===== src/hdl/fcr_pkg.sv =====
// Shared types, codes and helpers for the Fletcher-checked frame receiver.
// No dependencies; imported by fcr_parser and the core top level.
package fcr_pkg;

  // Power-on value of the sync byte register
  localparam logic [7:0] SYNC_RESET = 8'hA5;

  // Modulus of both running sums
  localparam logic [8:0] MOD_VAL = 9'd255;

  // Frame parser phase
  typedef enum logic [1:0] {
    PH_HUNT = 2'd0,
    PH_ID   = 2'd1,
    PH_LEN  = 2'd2,
    PH_BODY = 2'd3
  } phase_t;

  // Result status codes
  typedef enum logic [1:0] {
    ST_OK     = 2'd0,
    ST_CKSUM  = 2'd1,
    ST_HEADER = 2'd2
  } status_t;

  // One result beat as it leaves the parser
  typedef struct packed {
    logic       valid;
    logic [7:0] body_byte;
    logic       has_byte;
    logic       frame_end;
    status_t    status;
  } result_t;

  // Add modulo 255; a is below 255, b any byte, so one subtract suffices
  function automatic logic [7:0] mod255_add(input logic [7:0] a, input logic [7:0] b);
    logic [8:0] sum;
    sum = {1'b0, a} + {1'b0, b};
    if (sum >= MOD_VAL) begin
      sum = sum - MOD_VAL;
    end
    return sum[7:0];
  endfunction

endpackage


===== src/hdl/fletcher_checked_frame_receiver_core.sv =====
// Channel  | Ports                                        | Moves
// ---------+----------------------------------------------+-------------------------
// input    | in_valid, in_stall, in_rx_byte               | one link byte per beat
// result   | out_valid, out_stall, out_body_byte,         | zero or one result beat
//          | out_has_byte, out_frame_end, out_status      | per input beat
// config   | cfg_wr_en, cfg_wr_data                       | sync byte register write
//
// One byte per cycle sustained while the result side does not stall; each beat passes
// through the input register, then the parser logic into the result register.
// Reset (rst_n low, synchronous) empties both registers, puts the parser in hunt
// and loads the sync register with 0xA5.
// A stall on the result side holds a full result register; a full input register then
// holds and in_stall rises in the same cycle.
// Top level: sync register, input register, parser, result register.
// Depends on fcr_pkg and fcr_parser.
module fletcher_checked_frame_receiver_core
  import fcr_pkg::*;
(
  input  logic       clk,
  input  logic       rst_n,
  input  logic       cfg_wr_en,
  input  logic [7:0] cfg_wr_data,
  input  logic       in_valid,
  output logic       in_stall,
  input  logic [7:0] in_rx_byte,
  output logic       out_valid,
  input  logic       out_stall,
  output logic [7:0] out_body_byte,
  output logic       out_has_byte,
  output logic       out_frame_end,
  output logic [1:0] out_status
);

  logic [7:0] sync_r;
  logic       in_v_r;
  logic [7:0] in_byte_r;
  result_t    res_r;
  result_t    res_c;
  logic       out_free;
  logic       step;
  logic       in_take;

  // Result register can load when empty or being taken this cycle
  assign out_free = !res_r.valid || !out_stall;
  assign step     = in_v_r && out_free;
  assign in_stall = in_v_r && !out_free;
  assign in_take  = in_valid && !in_stall;

  // Sync byte register
  always_ff @(posedge clk) begin
    if (!rst_n) begin
      sync_r <= SYNC_RESET;
    end else if (cfg_wr_en) begin
      sync_r <= cfg_wr_data;
    end
  end

  // Input register
  always_ff @(posedge clk) begin
    if (!rst_n) begin
      in_v_r <= 1'b0;
    end else if (!in_stall) begin
      in_v_r <= in_valid;
    end
  end

  always_ff @(posedge clk) begin
    if (in_take) begin
      in_byte_r <= in_rx_byte;
    end
  end

  fcr_parser u_parser (
    .clk        (clk),
    .rst_n      (rst_n),
    .step       (step),
    .rx_byte    (in_byte_r),
    .sync_value (sync_r),
    .res        (res_c)
  );

  // Result register: load a new beat or drop the one taken
  always_ff @(posedge clk) begin
    if (!rst_n) begin
      res_r.valid <= 1'b0;
    end else if (out_free) begin
      res_r.valid <= step && res_c.valid;
    end
    if (step) begin
      res_r.body_byte <= res_c.body_byte;
      res_r.has_byte  <= res_c.has_byte;
      res_r.frame_end <= res_c.frame_end;
      res_r.status    <= res_c.status;
    end
  end

  assign out_valid     = res_r.valid;
  assign out_body_byte = res_r.body_byte;
  assign out_has_byte  = res_r.has_byte;
  assign out_frame_end = res_r.frame_end;
  assign out_status    = res_r.status;

`ifndef SYNTH
  // Input side stalls only while holding a beat the result side cannot take
  a_stall_only_full: assert property (@(posedge clk) disable iff (!rst_n)
    in_stall |-> (in_v_r && res_r.valid && out_stall))
    else $error("in_stall without a blocked beat");

  // Mid-frame results carry ok status and a body byte
  a_mid_frame_ok: assert property (@(posedge clk) disable iff (!rst_n)
    (out_valid && !out_frame_end) |-> (out_has_byte && out_status == ST_OK))
    else $error("mid-frame result with bad status or no byte");

  // Bad header results never carry a byte
  a_header_no_byte: assert property (@(posedge clk) disable iff (!rst_n)
    (out_valid && out_status == ST_HEADER) |-> (!out_has_byte && out_frame_end))
    else $error("bad header result carries a byte");

  // A stalled input beat is not processed, so the result register keeps its beat
  a_hold_result: assert property (@(posedge clk) disable iff (!rst_n)
    (out_valid && out_stall) |=> (out_valid && $stable(out_body_byte)
      && $stable(out_status)))
    else $error("stalled result changed");
`endif

endmodule


===== src/hdl/fcr_parser.sv =====
// Frame parser: phase, length counter and the two mod-255 running sums.
// Depends on fcr_pkg for phase_t, status_t, result_t and mod255_add.
module fcr_parser
  import fcr_pkg::*;
(
  input  logic       clk,
  input  logic       rst_n,
  input  logic       step,
  input  logic [7:0] rx_byte,
  input  logic [7:0] sync_value,
  output result_t    res
);

  phase_t     phase_r, phase_nxt;
  logic [7:0] bytes_left_r, bytes_left_nxt;
  logic [7:0] sum_first_r, sum_first_nxt;
  logic [7:0] sum_second_r, sum_second_nxt;

  // Sums after folding in this byte; a new frame restarts from zero
  logic [7:0] base_first, base_second;
  logic [7:0] acc_first, acc_second;
  logic [8:0] check_sum;
  logic       check_ok;
  logic [7:0] left_dec;

  always_comb begin
    base_first  = (phase_r == PH_HUNT) ? 8'd0 : sum_first_r;
    base_second = (phase_r == PH_HUNT) ? 8'd0 : sum_second_r;
    acc_first   = mod255_add(base_first, rx_byte);
    acc_second  = mod255_add(base_second, acc_first);
    check_sum   = {1'b0, acc_first} + {1'b0, acc_second};
    check_ok    = (check_sum == 9'd0) || (check_sum == MOD_VAL);
    left_dec    = bytes_left_r - 8'd1;
  end

  // Next state
  always_comb begin
    phase_nxt      = phase_r;
    bytes_left_nxt = bytes_left_r;
    sum_first_nxt  = sum_first_r;
    sum_second_nxt = sum_second_r;
    case (phase_r)
      PH_HUNT: begin
        if (rx_byte == sync_value) begin
          phase_nxt      = PH_ID;
          sum_first_nxt  = acc_first;
          sum_second_nxt = acc_second;
        end
      end
      PH_ID: begin
        phase_nxt      = PH_LEN;
        sum_first_nxt  = acc_first;
        sum_second_nxt = acc_second;
      end
      PH_LEN: begin
        bytes_left_nxt = rx_byte;
        sum_first_nxt  = acc_first;
        sum_second_nxt = acc_second;
        phase_nxt      = (rx_byte == 8'd0) ? PH_HUNT : PH_BODY;
      end
      PH_BODY: begin
        bytes_left_nxt = left_dec;
        sum_first_nxt  = acc_first;
        sum_second_nxt = acc_second;
        if (left_dec == 8'd0) begin
          phase_nxt = PH_HUNT;
        end
      end
      default: begin
        phase_nxt = PH_HUNT;
      end
    endcase
  end

  // Result for this byte
  always_comb begin
    res = '{valid: 1'b0, body_byte: 8'd0, has_byte: 1'b0, frame_end: 1'b0, status: ST_OK};
    case (phase_r)
      PH_HUNT: begin
        if (rx_byte != sync_value) begin
          res.valid     = 1'b1;
          res.frame_end = 1'b1;
          res.status    = ST_HEADER;
        end
      end
      PH_ID: begin
        res.valid = 1'b0;
      end
      PH_LEN: begin
        if (rx_byte == 8'd0) begin
          res.valid     = 1'b1;
          res.frame_end = 1'b1;
          res.status    = check_ok ? ST_OK : ST_CKSUM;
        end
      end
      PH_BODY: begin
        res.valid     = 1'b1;
        res.body_byte = rx_byte;
        res.has_byte  = 1'b1;
        if (left_dec == 8'd0) begin
          res.frame_end = 1'b1;
          res.status    = check_ok ? ST_OK : ST_CKSUM;
        end
      end
      default: begin
        res.valid = 1'b0;
      end
    endcase
  end

  // Advance state on each processed beat
  always_ff @(posedge clk) begin
    if (!rst_n) begin
      phase_r      <= PH_HUNT;
      bytes_left_r <= 8'd0;
      sum_first_r  <= 8'd0;
      sum_second_r <= 8'd0;
    end else if (step) begin
      phase_r      <= phase_nxt;
      bytes_left_r <= bytes_left_nxt;
      sum_first_r  <= sum_first_nxt;
      sum_second_r <= sum_second_nxt;
    end
  end

endmodule

===== config.mk =====
export PLATFORM = sky130hd
export DESIGN_NAME = fletcher_checked_frame_receiver_core
export DESIGN_NICKNAME = d
export VERILOG_FILES = /design/src/hdl/fcr_pkg.sv /design/src/hdl/fletcher_checked_frame_receiver_core.sv /design/src/hdl/fcr_parser.sv
export SDC_FILE = /design/constraint.sdc
export NUM_CORES = 1
export LEC_CHECK = 0
export CAP_MARGIN = 20
export CORE_UTILIZATION = 58
export CTS_CLUSTER_SIZE = 12
export DETAILED_ROUTE_END_ITERATION = 8
export DONT_BUFFER_PORTS = 1
export PLACE_DENSITY = 0.82
export SLEW_MARGIN = 20
export SYNTH_ARGS = -nofsm -noshare
export SYNTH_HDL_FRONTEND = slang
export SYNTH_SLANG_ARGS = --single-unit

===== constraint.sdc =====
create_clock -name clk -period 7.86 [get_ports clk]
set_clock_uncertainty 0.15 [all_clocks]
set_input_delay 0.786 -clock clk [delete_from_list [all_inputs] [get_ports clk]]
set_output_delay 0.786 -clock clk [all_outputs]
set_load 0.05 [all_outputs]

### After elaboration in Yosys (flattened, before gate mapping)

Index checks and enable logic that the tools add are counted.

* $add $sub $neg: 6
* multipliers: 0
* div/mod/pow operators: 0
* $lt $le $gt $ge: 2
* eq/ne operators: 8
* shift-type cells: 0
* muxes and demuxes: 22
* bitwise logic cells: 0
* reductions and logical operators: 19

Operator list (number)
* 8-bit 2-to-1 mux: 6
* 8-bit one-hot mux with 2 select lines: 3
* 8-bit by 8-bit adder with 9-bit output: 3
* 9-bit by 8-bit >= comparator with 1-bit output, second input constant: 2
* 8-bit logical NOT: 2
* 8-bit subtractor, second input constant: 2
* 9-bit by 8-bit equality test with 1-bit output, second input constant: 1
* 9-bit logical NOT: 1
* 3-bit 2-to-1 mux: 3
* 3-bit one-hot mux with 3 select lines: 1
* 8-bit equality test: 1
* 8-bit inequality test: 1
* 2-bit one-hot mux with 4 select lines: 1
* 8-bit by 1-bit subtractor with 8-bit output, second input constant: 1
* 2-bit 2-to-1 mux: 3
* 2-bit equality test, second input constant: 2
* 1-bit logical AND: 4
* 1-bit logical NOT: 4
* 1-bit 2-to-1 mux: 4
* 1-bit one-hot mux with 4 select lines: 1
* 2-bit AND reduction: 2
* 3-bit AND reduction: 1
* 3-bit OR reduction: 1
* 2-bit by 1-bit equality test with 1-bit output, second input constant: 1
* 5 further kinds: 6

* register bits: 56
* latch bits: 0
* RAM bits: 0
* bits in read-only memories: 0
* bits of input ports: 21
* output and inout port bits: 14
* logic and storage cells: 69
* memories kept: 0

### Longest topological paths before layout

Gate-level depths: netlist of the first run.

* depth in word-level cells: 14
* depth in mapped cells: 34
* depth with buffers taken out: 32

### Cells and area by module

Synthesis of the first run repeated with hierarchy kept, for this count alone.

* cells, all modules: 474
* area, all modules: 4180.3 um2

Modules (own cells, without submodules)
* fcr_parser: times used 1, cells each 420, area an instance 3201.8 um2, sequential area each 520.5 um2
* fletcher_checked_frame_receiver_core: times used 1, cells each 54, area an instance 978.4 um2, sequential area each 800.8 um2

### Least setup slack after synthesis of the first run

No wires, ideal clock.

* path kind: flip-flop to flip-flop
* start: register u_parser.phase_r[0]
* end: register res_r (netlist bit out_status[0]), data pin
* setup time: 0.261 ns
* data arrival time: 7.550 ns
* data required time: 7.449 ns
* path slack: -0.101 ns
* stages on the path, launching flop included: 33
* buffers on the path: 3
* period minus slack after synthesis: 7.961 ns
* cell sequence: dfxtp_1 > nor2_1 > clkbuf_1 > nor2b_1 > fa_1 > a21o_1 > a311o_1 > a221oi_2 > nand4b_1 > nand2_1 > nand2_1 > nor4_1 > xnor2_1 > ha_1 > clkbuf_1 > a21oi_1 > nor2b_1 > o21ai_0 > o221ai_1 > mux2_4 > nor4_2 > a31o_1 > buf_6 > nand2_1 > xnor2_1 > ha_1 > or2b_1 > o21a_4 > o221ai_4 > a31oi_4 > xnor2_1 > or4_1 > o311a_1

RTL lines
* start: declaration: line fcr_parser.sv:14 `phase_t phase_r, phase_nxt;`
* start signal: assignment: line fcr_parser.sv:119 `phase_r <= phase_nxt;`
* end: declaration: line fletcher_checked_frame_receiver_core.sv:37 `result_t res_r;`

==> flow_summary.json, run 1 <==
{
  "worstSetupEndpointType": "flip-flop",
  "grt_pass1_vias": 3406,
  "coreArea_mm2": 0.00694,
  "ant_nets": 0,
  "worstPathMaxFanout": 9,
  "ys_seq_elements": 56,
  "portBuffers": 0,
  "io_pins": 35,
  "postPlaceCellArea_mm2": 0.00433,
  "hold_class": "reg2reg",
  "final_common_cell": "nand2_1",
  "cts.clk_slew.worst_paths_ns": 0.09,
  "powerDensity_mw_per_mm2": 128,
  "critPathLaunch": "u_parser.phase_r[0]$_SDFFE_PN0P_",
  "yosysUniqueCellTypes": 80,
  "r2r_start": "u_parser.phase_r[0]$_SDFFE_PN0P_",
  "tightest_slew_ns": 1.00,
  "ys_async_sr_fraction_pct": 0,
  "grt-ovfl-total": 0,
  "wl_um": 10300,
  "syn_avg_cell_area_um2": 8.88,
  "antenna_found_initial": 0,
  "die_area_mm2": 0.00766,
  "final_area_mm2": 0.00453,
  "grt_use_met3_pct": 3.39,
  "setup_slack_ns": 0.289,
  "crit_arrival_ns": 7.50,
  "clockBufferDepth": 2,
  "dp.cells": 566,
  "fillers": 553,
  "grtUsageMet1_pct": 37.3,
  "syn_to_final_growth_pct": 6.72,
  "max_freq_mhz": 132,
  "grtUsageTotal_pct": 27.5,
  "relSlewSlack_pct": 33.1,
  "fin_crit_sh_pct": 96.3,
  "post_drt_wl_per_cell_um": 17.9,
  "vias": 3737,
  "post_route_cells_drive_above_1_share_pct": 12.2,
  "hold_start": "u_parser.sum_first_r[7]$_SDFFE_PN0P_",
  "worstSkewPairLatency_ns": 0.32,
  "ir_drop_v": 0.0000880,
  "use_met2_pct": 45.5,
  "crit_type": "reg2reg",
  "maxCapViolations": 0,
  "finalCriticalPeriod_ns": 7.57,
  "p_leak_nw": 1.79,
  "status": "completed",
  "drtIter0Drc": 246,
  "cp_slowest_cell": "or4_1",
  "synth.cell_area_mm2": 0.00424,
  "grt.busiest_layer": "met2",
  "synthCells": 478,
  "hold_viol_final": 0,
  "dr.pass1.iters": 5,
  "synth-seq-area-share_pct": 31.1,
  "cts_buffers": 5,
  "syn_nets": 528,
  "cp-start-kind": "flip-flop",
  "cts.sinks": 56,
  "slew_violations": 0,
  "multiInputGateArea_mm2": 0.00284,
  "gp_congestion": 1.06,
  "critPathMaxStageDelay_ns": 0.47,
  "grt_max_degree": 31,
  "remaining_drc_errors": 0,
  "place_worst_setup_slack_ns": -0.129,
  "dieWidth_um": 87.5,
  "rows": 30,
  "instances_no_fill": 578,
  "die_y_um": 87.5,
  "ys.flop_type": "dfxtp_1",
  "setup_violations": 0,
  "start_util_pct": 61.1,
  "root_buffer": "clkbuf_8",
  "vias_per_cell": 6.47,
  "critPathMostFrequentCell": "ha_1",
  "yosys_warnings": 0,
  "cts_tree": "yes",
  "num_antenna_cells": 0,
  "fin_nets": 531,
  "ff_latch_area_mm2": 0.00132,
  "power_mw": 0.581,
  "grt_pass1_wl_um": 16400,
  "h-tree-depth": 2,
  "dp_hpwl_um": 7680,
  "synth_edf_count": 20,
  "worst_ep_required_time_ns": 7.78,
  "layout_common_cells": "nand2_1, dfxtp_1, nor2_1"
}
## layout make-up
type                    instances  area share [%]
multi-input cells             388            62.8
clock inverters                 1          0.0829
flip-flops and latches         56            29.2
inverters                      16            1.33
clock buffers                   7            1.69
repair buffers                 14            2.32
well taps                      96            2.65
## worst paths after layout
path,to,slack (ns),depth (start not counted)
worst min register to register,u_parser.sum_first_r[7]$_SDFFE_PN0P_,0.31,2
worst min-delay path,u_parser.sum_first_r[7]$_SDFFE_PN0P_,0.31,2
worst max register to register,out_status[0]$_DFFE_PP_,0.29,26
worst max-delay path,out_status[0]$_DFFE_PP_,0.29,26
## stage by stage
step | hold slack, ns | TNS, ns | utilization, %
after floorplan | 0.282 | 0 | -
after global placement | 0.288 | 0 | 62.4
after detailed placement | 0.297 | -0.129 | 62.4
after CTS | 0.311 | 0 | 63.7
after global routing | 0.327 | -0.0673 | 65.2
final | 0.312 | 0 | 65.2
## timing repair
action,CTS,global route
setup endpoints to repair,1,1
gates resized for setup,2,14
endpoints found under the hold margin,0,0
pin swaps,0,8
hold buffers,0,0
buffers inserted,0,4
## routing by layer
layer | part of all wire (%) | wire length [um]
met3 | 5.8 | 600
met4 | 2.4 | 248
met5 | 0 | 0
met2 | 48 | 4970
met1 | 44 | 4510
## Yosys cell counts, types with 5 or more instances
| cell | number | area, um2 |
|---|---|---|
| dfxtp_1 | 36 | 721 |
| xor2_1 | 19 | 166 |
| nand3_1 | 11 | 55.1 |
| nor4_1 | 7 | 43.8 |
| nor2_1 | 35 | 131 |
| edfxtp_1 | 20 | 601 |
| inv_1 | 16 | 60.1 |
| nor3_1 | 10 | 50.1 |
| xnor2_1 | 12 | 105 |
| ha_1 | 28 | 350 |
| mux2i_1 | 14 | 140 |
| and3_1 | 16 | 100 |
| a21oi_1 | 34 | 170 |
| a211oi_1 | 6 | 45.0 |
| o21ai_0 | 14 | 70.1 |
| nor2b_1 | 22 | 138 |
| a22oi_1 | 5 | 37.5 |
| or2_2 | 5 | 31.3 |
| a21o_1 | 6 | 45.0 |
| nand2_1 | 51 | 191 |
| clkbuf_1 | 13 | 48.8 |
## critical path, delay by kind of cell (launching register included)
family                   cells  cell delay [ns]
multiplexers                 2             0.57
adder cells (fa/ha/maj)      4             1.22
AND/OR/NAND/NOR             10             2.42
AO/OA/AOI/OAI                6             1.73
XOR/XNOR                     3             0.71
flip-flops                   1             0.35
buffers and inverters        1             0.17
## sequential cells by signal, summed over array words and instances (netlist names)
name / flops
out_valid: 1
in_v_r: 1
in_byte_r: 8
out_status: 2
u_parser.bytes_left_r: 8
u_parser.sum_first_r: 8
out_frame_end: 1
sync_r: 8
u_parser.phase_r: 2
out_body_byte: 8
out_has_byte: 1
u_parser.sum_second_r: 8
## power breakdown
| group | internal, mW | switching (mW) | total (mW) | leakage, nW |
|---|---|---|---|---|
| clock | 0.0623 | 0.0885 | 0.151 | 0.0399 |
| combinational | 0.0446 | 0.0625 | 0.107 | 1.27 |
| sequential | 0.308 | 0.0156 | 0.323 | 0.481 |
## logic make-up (layout without fill, tap and decap cells)
family	count (synthesis)	in the layout	share of synthesized area [%]
DFF	56	56	31.1
AOI/OAI and AO/OA	115	115	20.4
buffers and inverters	34	38	3.95
xor gates and xnor gates	32	32	6.78
adders and majority gates	29	29	8.73
and+or+nand+nor	195	195	24.8
muxes	17	17	4.24
No activity file was read; power rests on OpenSTA's default activity.
==> inputs of run 2 (changes only) <==
--- a/config.mk
+++ b/config.mk
@@ -10,6 +10,7 @@
 export CTS_CLUSTER_SIZE = 12
 export DETAILED_ROUTE_END_ITERATION = 8
 export DONT_BUFFER_PORTS = 1
+export GPL_TIMING_DRIVEN = 0
 export PLACE_DENSITY = 0.82
 export SLEW_MARGIN = 20
 export SYNTH_ARGS = -nofsm -noshare
==> flow_summary.json, run 2 (synthesis gave the netlist of run 1 again) <==
{
  "antenna_found_initial": 0,
  "r2r_start": "u_parser.phase_r[0]$_SDFFE_PN0P_",
  "hold-path-endpoint": "u_parser.sum_second_r[0]$_SDFFE_PN0P_",
  "final_area_mm2": 0.00491,
  "cts.clk_slew.worst_paths_ns": 0.10,
  "critPathMaxStageDelay_ns": 0.51,
  "worstSetupEndpointType": "flip-flop",
  "dp.cells": 574,
  "fin_crit_sh_pct": 98.0,
  "place_worst_setup_slack_ns": -0.978,
  "status": "completed",
  "die_y_um": 87.5,
  "ir_drop_v": 0.0000717,
  "cts_tree": "yes",
  "finalCriticalPeriod_ns": 7.70,
  "wl_um": 11000,
  "cp-start-kind": "flip-flop",
  "post_route_cells_drive_above_1_share_pct": 18.6,
  "grt-ovfl-total": 0,
  "worstSkewPairLatency_ns": 0.31,
  "io_pins": 35,
  "gp_congestion": 0.933,
  "crit_arrival_ns": 7.62,
  "dieWidth_um": 87.5,
  "fillers": 502,
  "cp_slowest_cell": "or4_1",
  "setup_violations": 0,
  "layout_common_cells": "nand2_1, nor2_1, dfxtp_1",
  "grt_pass1_wl_um": 16800,
  "slew_violations": 0,
  "dp_hpwl_um": 7690,
  "powerDensity_mw_per_mm2": 129,
  "start_util_pct": 61.1,
  "syn_to_final_growth_pct": 15.6,
  "post_drt_wl_per_cell_um": 18.2,
  "grt_use_met3_pct": 4.43,
  "ant_nets": 0,
  "max_freq_mhz": 130,
  "worst_ep_required_time_ns": 7.78,
  "root_buffer": "clkbuf_8",
  "h-tree-depth": 2,
  "clockBufferDepth": 2,
  "dr.pass1.iters": 5,
  "postPlaceCellArea_mm2": 0.00437,
  "vias": 3907,
  "crit_type": "reg2reg",
  "use_met2_pct": 47.4,
  "portBuffers": 0,
  "worstPathMaxFanout": 8,
  "tightest_slew_ns": 0.710,
  "coreArea_mm2": 0.00694,
  "cts.sinks": 56,
  "remaining_drc_errors": 0,
  "grt_max_degree": 17,
  "fin_nets": 559,
  "setup_slack_ns": 0.157,
  "rows": 30,
  "instances_no_fill": 606,
  "p_leak_nw": 1.93,
  "power_mw": 0.635,
  "vias_per_cell": 6.45,
  "grtUsageMet1_pct": 36.3,
  "final_common_cell": "nand2_1",
  "hold_path_depth": 2,
  "relSlewSlack_pct": 52.6,
  "cts_buffers": 5,
  "hold_class": "reg2reg",
  "grt.busiest_layer": "met2",
  "reg2regPathDepth": 31,
  "r2r_slack_ns": 0.16,
  "hold_start": "u_parser.sum_second_r[0]$_SDFFE_PN0P_",
  "hold_viol_final": 0,
  "worst_hold_slack_ns": 0.316,
  "r2r_end": "out_status[0]$_DFFE_PP_",
  "grtUsageTotal_pct": 28.0,
  "drtIter0Drc": 336,
  "maxCapViolations": 0,
  "num_antenna_cells": 0,
  "grt_pass1_vias": 3557,
  "die_area_mm2": 0.00766
}
## run 2: worst max path at each step
stage	start	endpoint	slack [ns]	cells after the start
2_1_floorplan	u_parser.phase_r[0]$_SDFFE_PN0P_	out_status[0]$_DFFE_PP_	0.09	32
3_3_place_gp	u_parser.phase_r[0]$_SDFFE_PN0P_	out_status[0]$_DFFE_PP_	-0.82	32
3_5_place_dp	u_parser.phase_r[0]$_SDFFE_PN0P_	out_status[0]$_DFFE_PP_	-0.98	32
5_1_grt	u_parser.phase_r[0]$_SDFFE_PN0P_	out_status[0]$_DFFE_PP_	-0.11	31
6_report	u_parser.phase_r[0]$_SDFFE_PN0P_	out_status[0]$_DFFE_PP_	0.16	31
4_1_cts	u_parser.phase_r[1]$_SDFFE_PN0P_	out_status[0]$_DFFE_PP_	0.005	31
## run 2: final cells by class
type	instances	area (um2)	share of cell area [%]
clock buffer	6	82.6	1.68
clock inverter	2	33.8	0.688
inverter	16	60.1	1.22
tap	96	120	2.45
multi-input combinational	388	2980	60.8
timing repair buffer	25	188	3.82
sequential	56	1330	27.0
buffer	17	114	2.32
## run 2: where the power goes
part	switching [mW]	total (mW)	internal, mW	leakage (nW)
combinational	0.0672	0.118	0.0506	1.39
sequential	0.0155	0.323	0.307	0.482
clock	0.0915	0.194	0.103	0.0588
## run 2: metal layers
| metal | wire length, um | part of all wire (%) | up-vias |
|---|---|---|---|
| met5 | 0 | 0 | - |
| met4 | 290 | 2.6 | 0 |
| met3 | 555 | 5.0 | 35 |
| met2 | 5470 | 50 | 153 |
| met1 | 4690 | 43 | 1878 |
| li1 | - | - | 1841 |
## run 2: repair_timing
item / CTS / global route
pin swaps: 6 / 18
setup endpoints to repair: 1 / 1
buffers inserted: 7 / 18
hold buffers: 0 / 0
resized for setup: 19 / 26
## run 2: through the flow
stage	utilization (%)	TNS [ns]
global placement	62.9	-0.822
finish	70.7	0
detailed placement	62.9	-0.978
global route	70.7	-0.113
floorplan	-	0
CTS	66.6	0
## run 2: critical path: cells and delay by family, from the launching register on
family / cells / cell delay [ns]
and+or+nand+nor: 13 / 2.57
AOI/OAI and AO/OA: 9 / 2.29
adders and majority gates: 4 / 1.10
xor gates and xnor gates: 3 / 0.54
DFF: 1 / 0.38
muxes: 1 / 0.31
buffers and inverters: 1 / 0.13
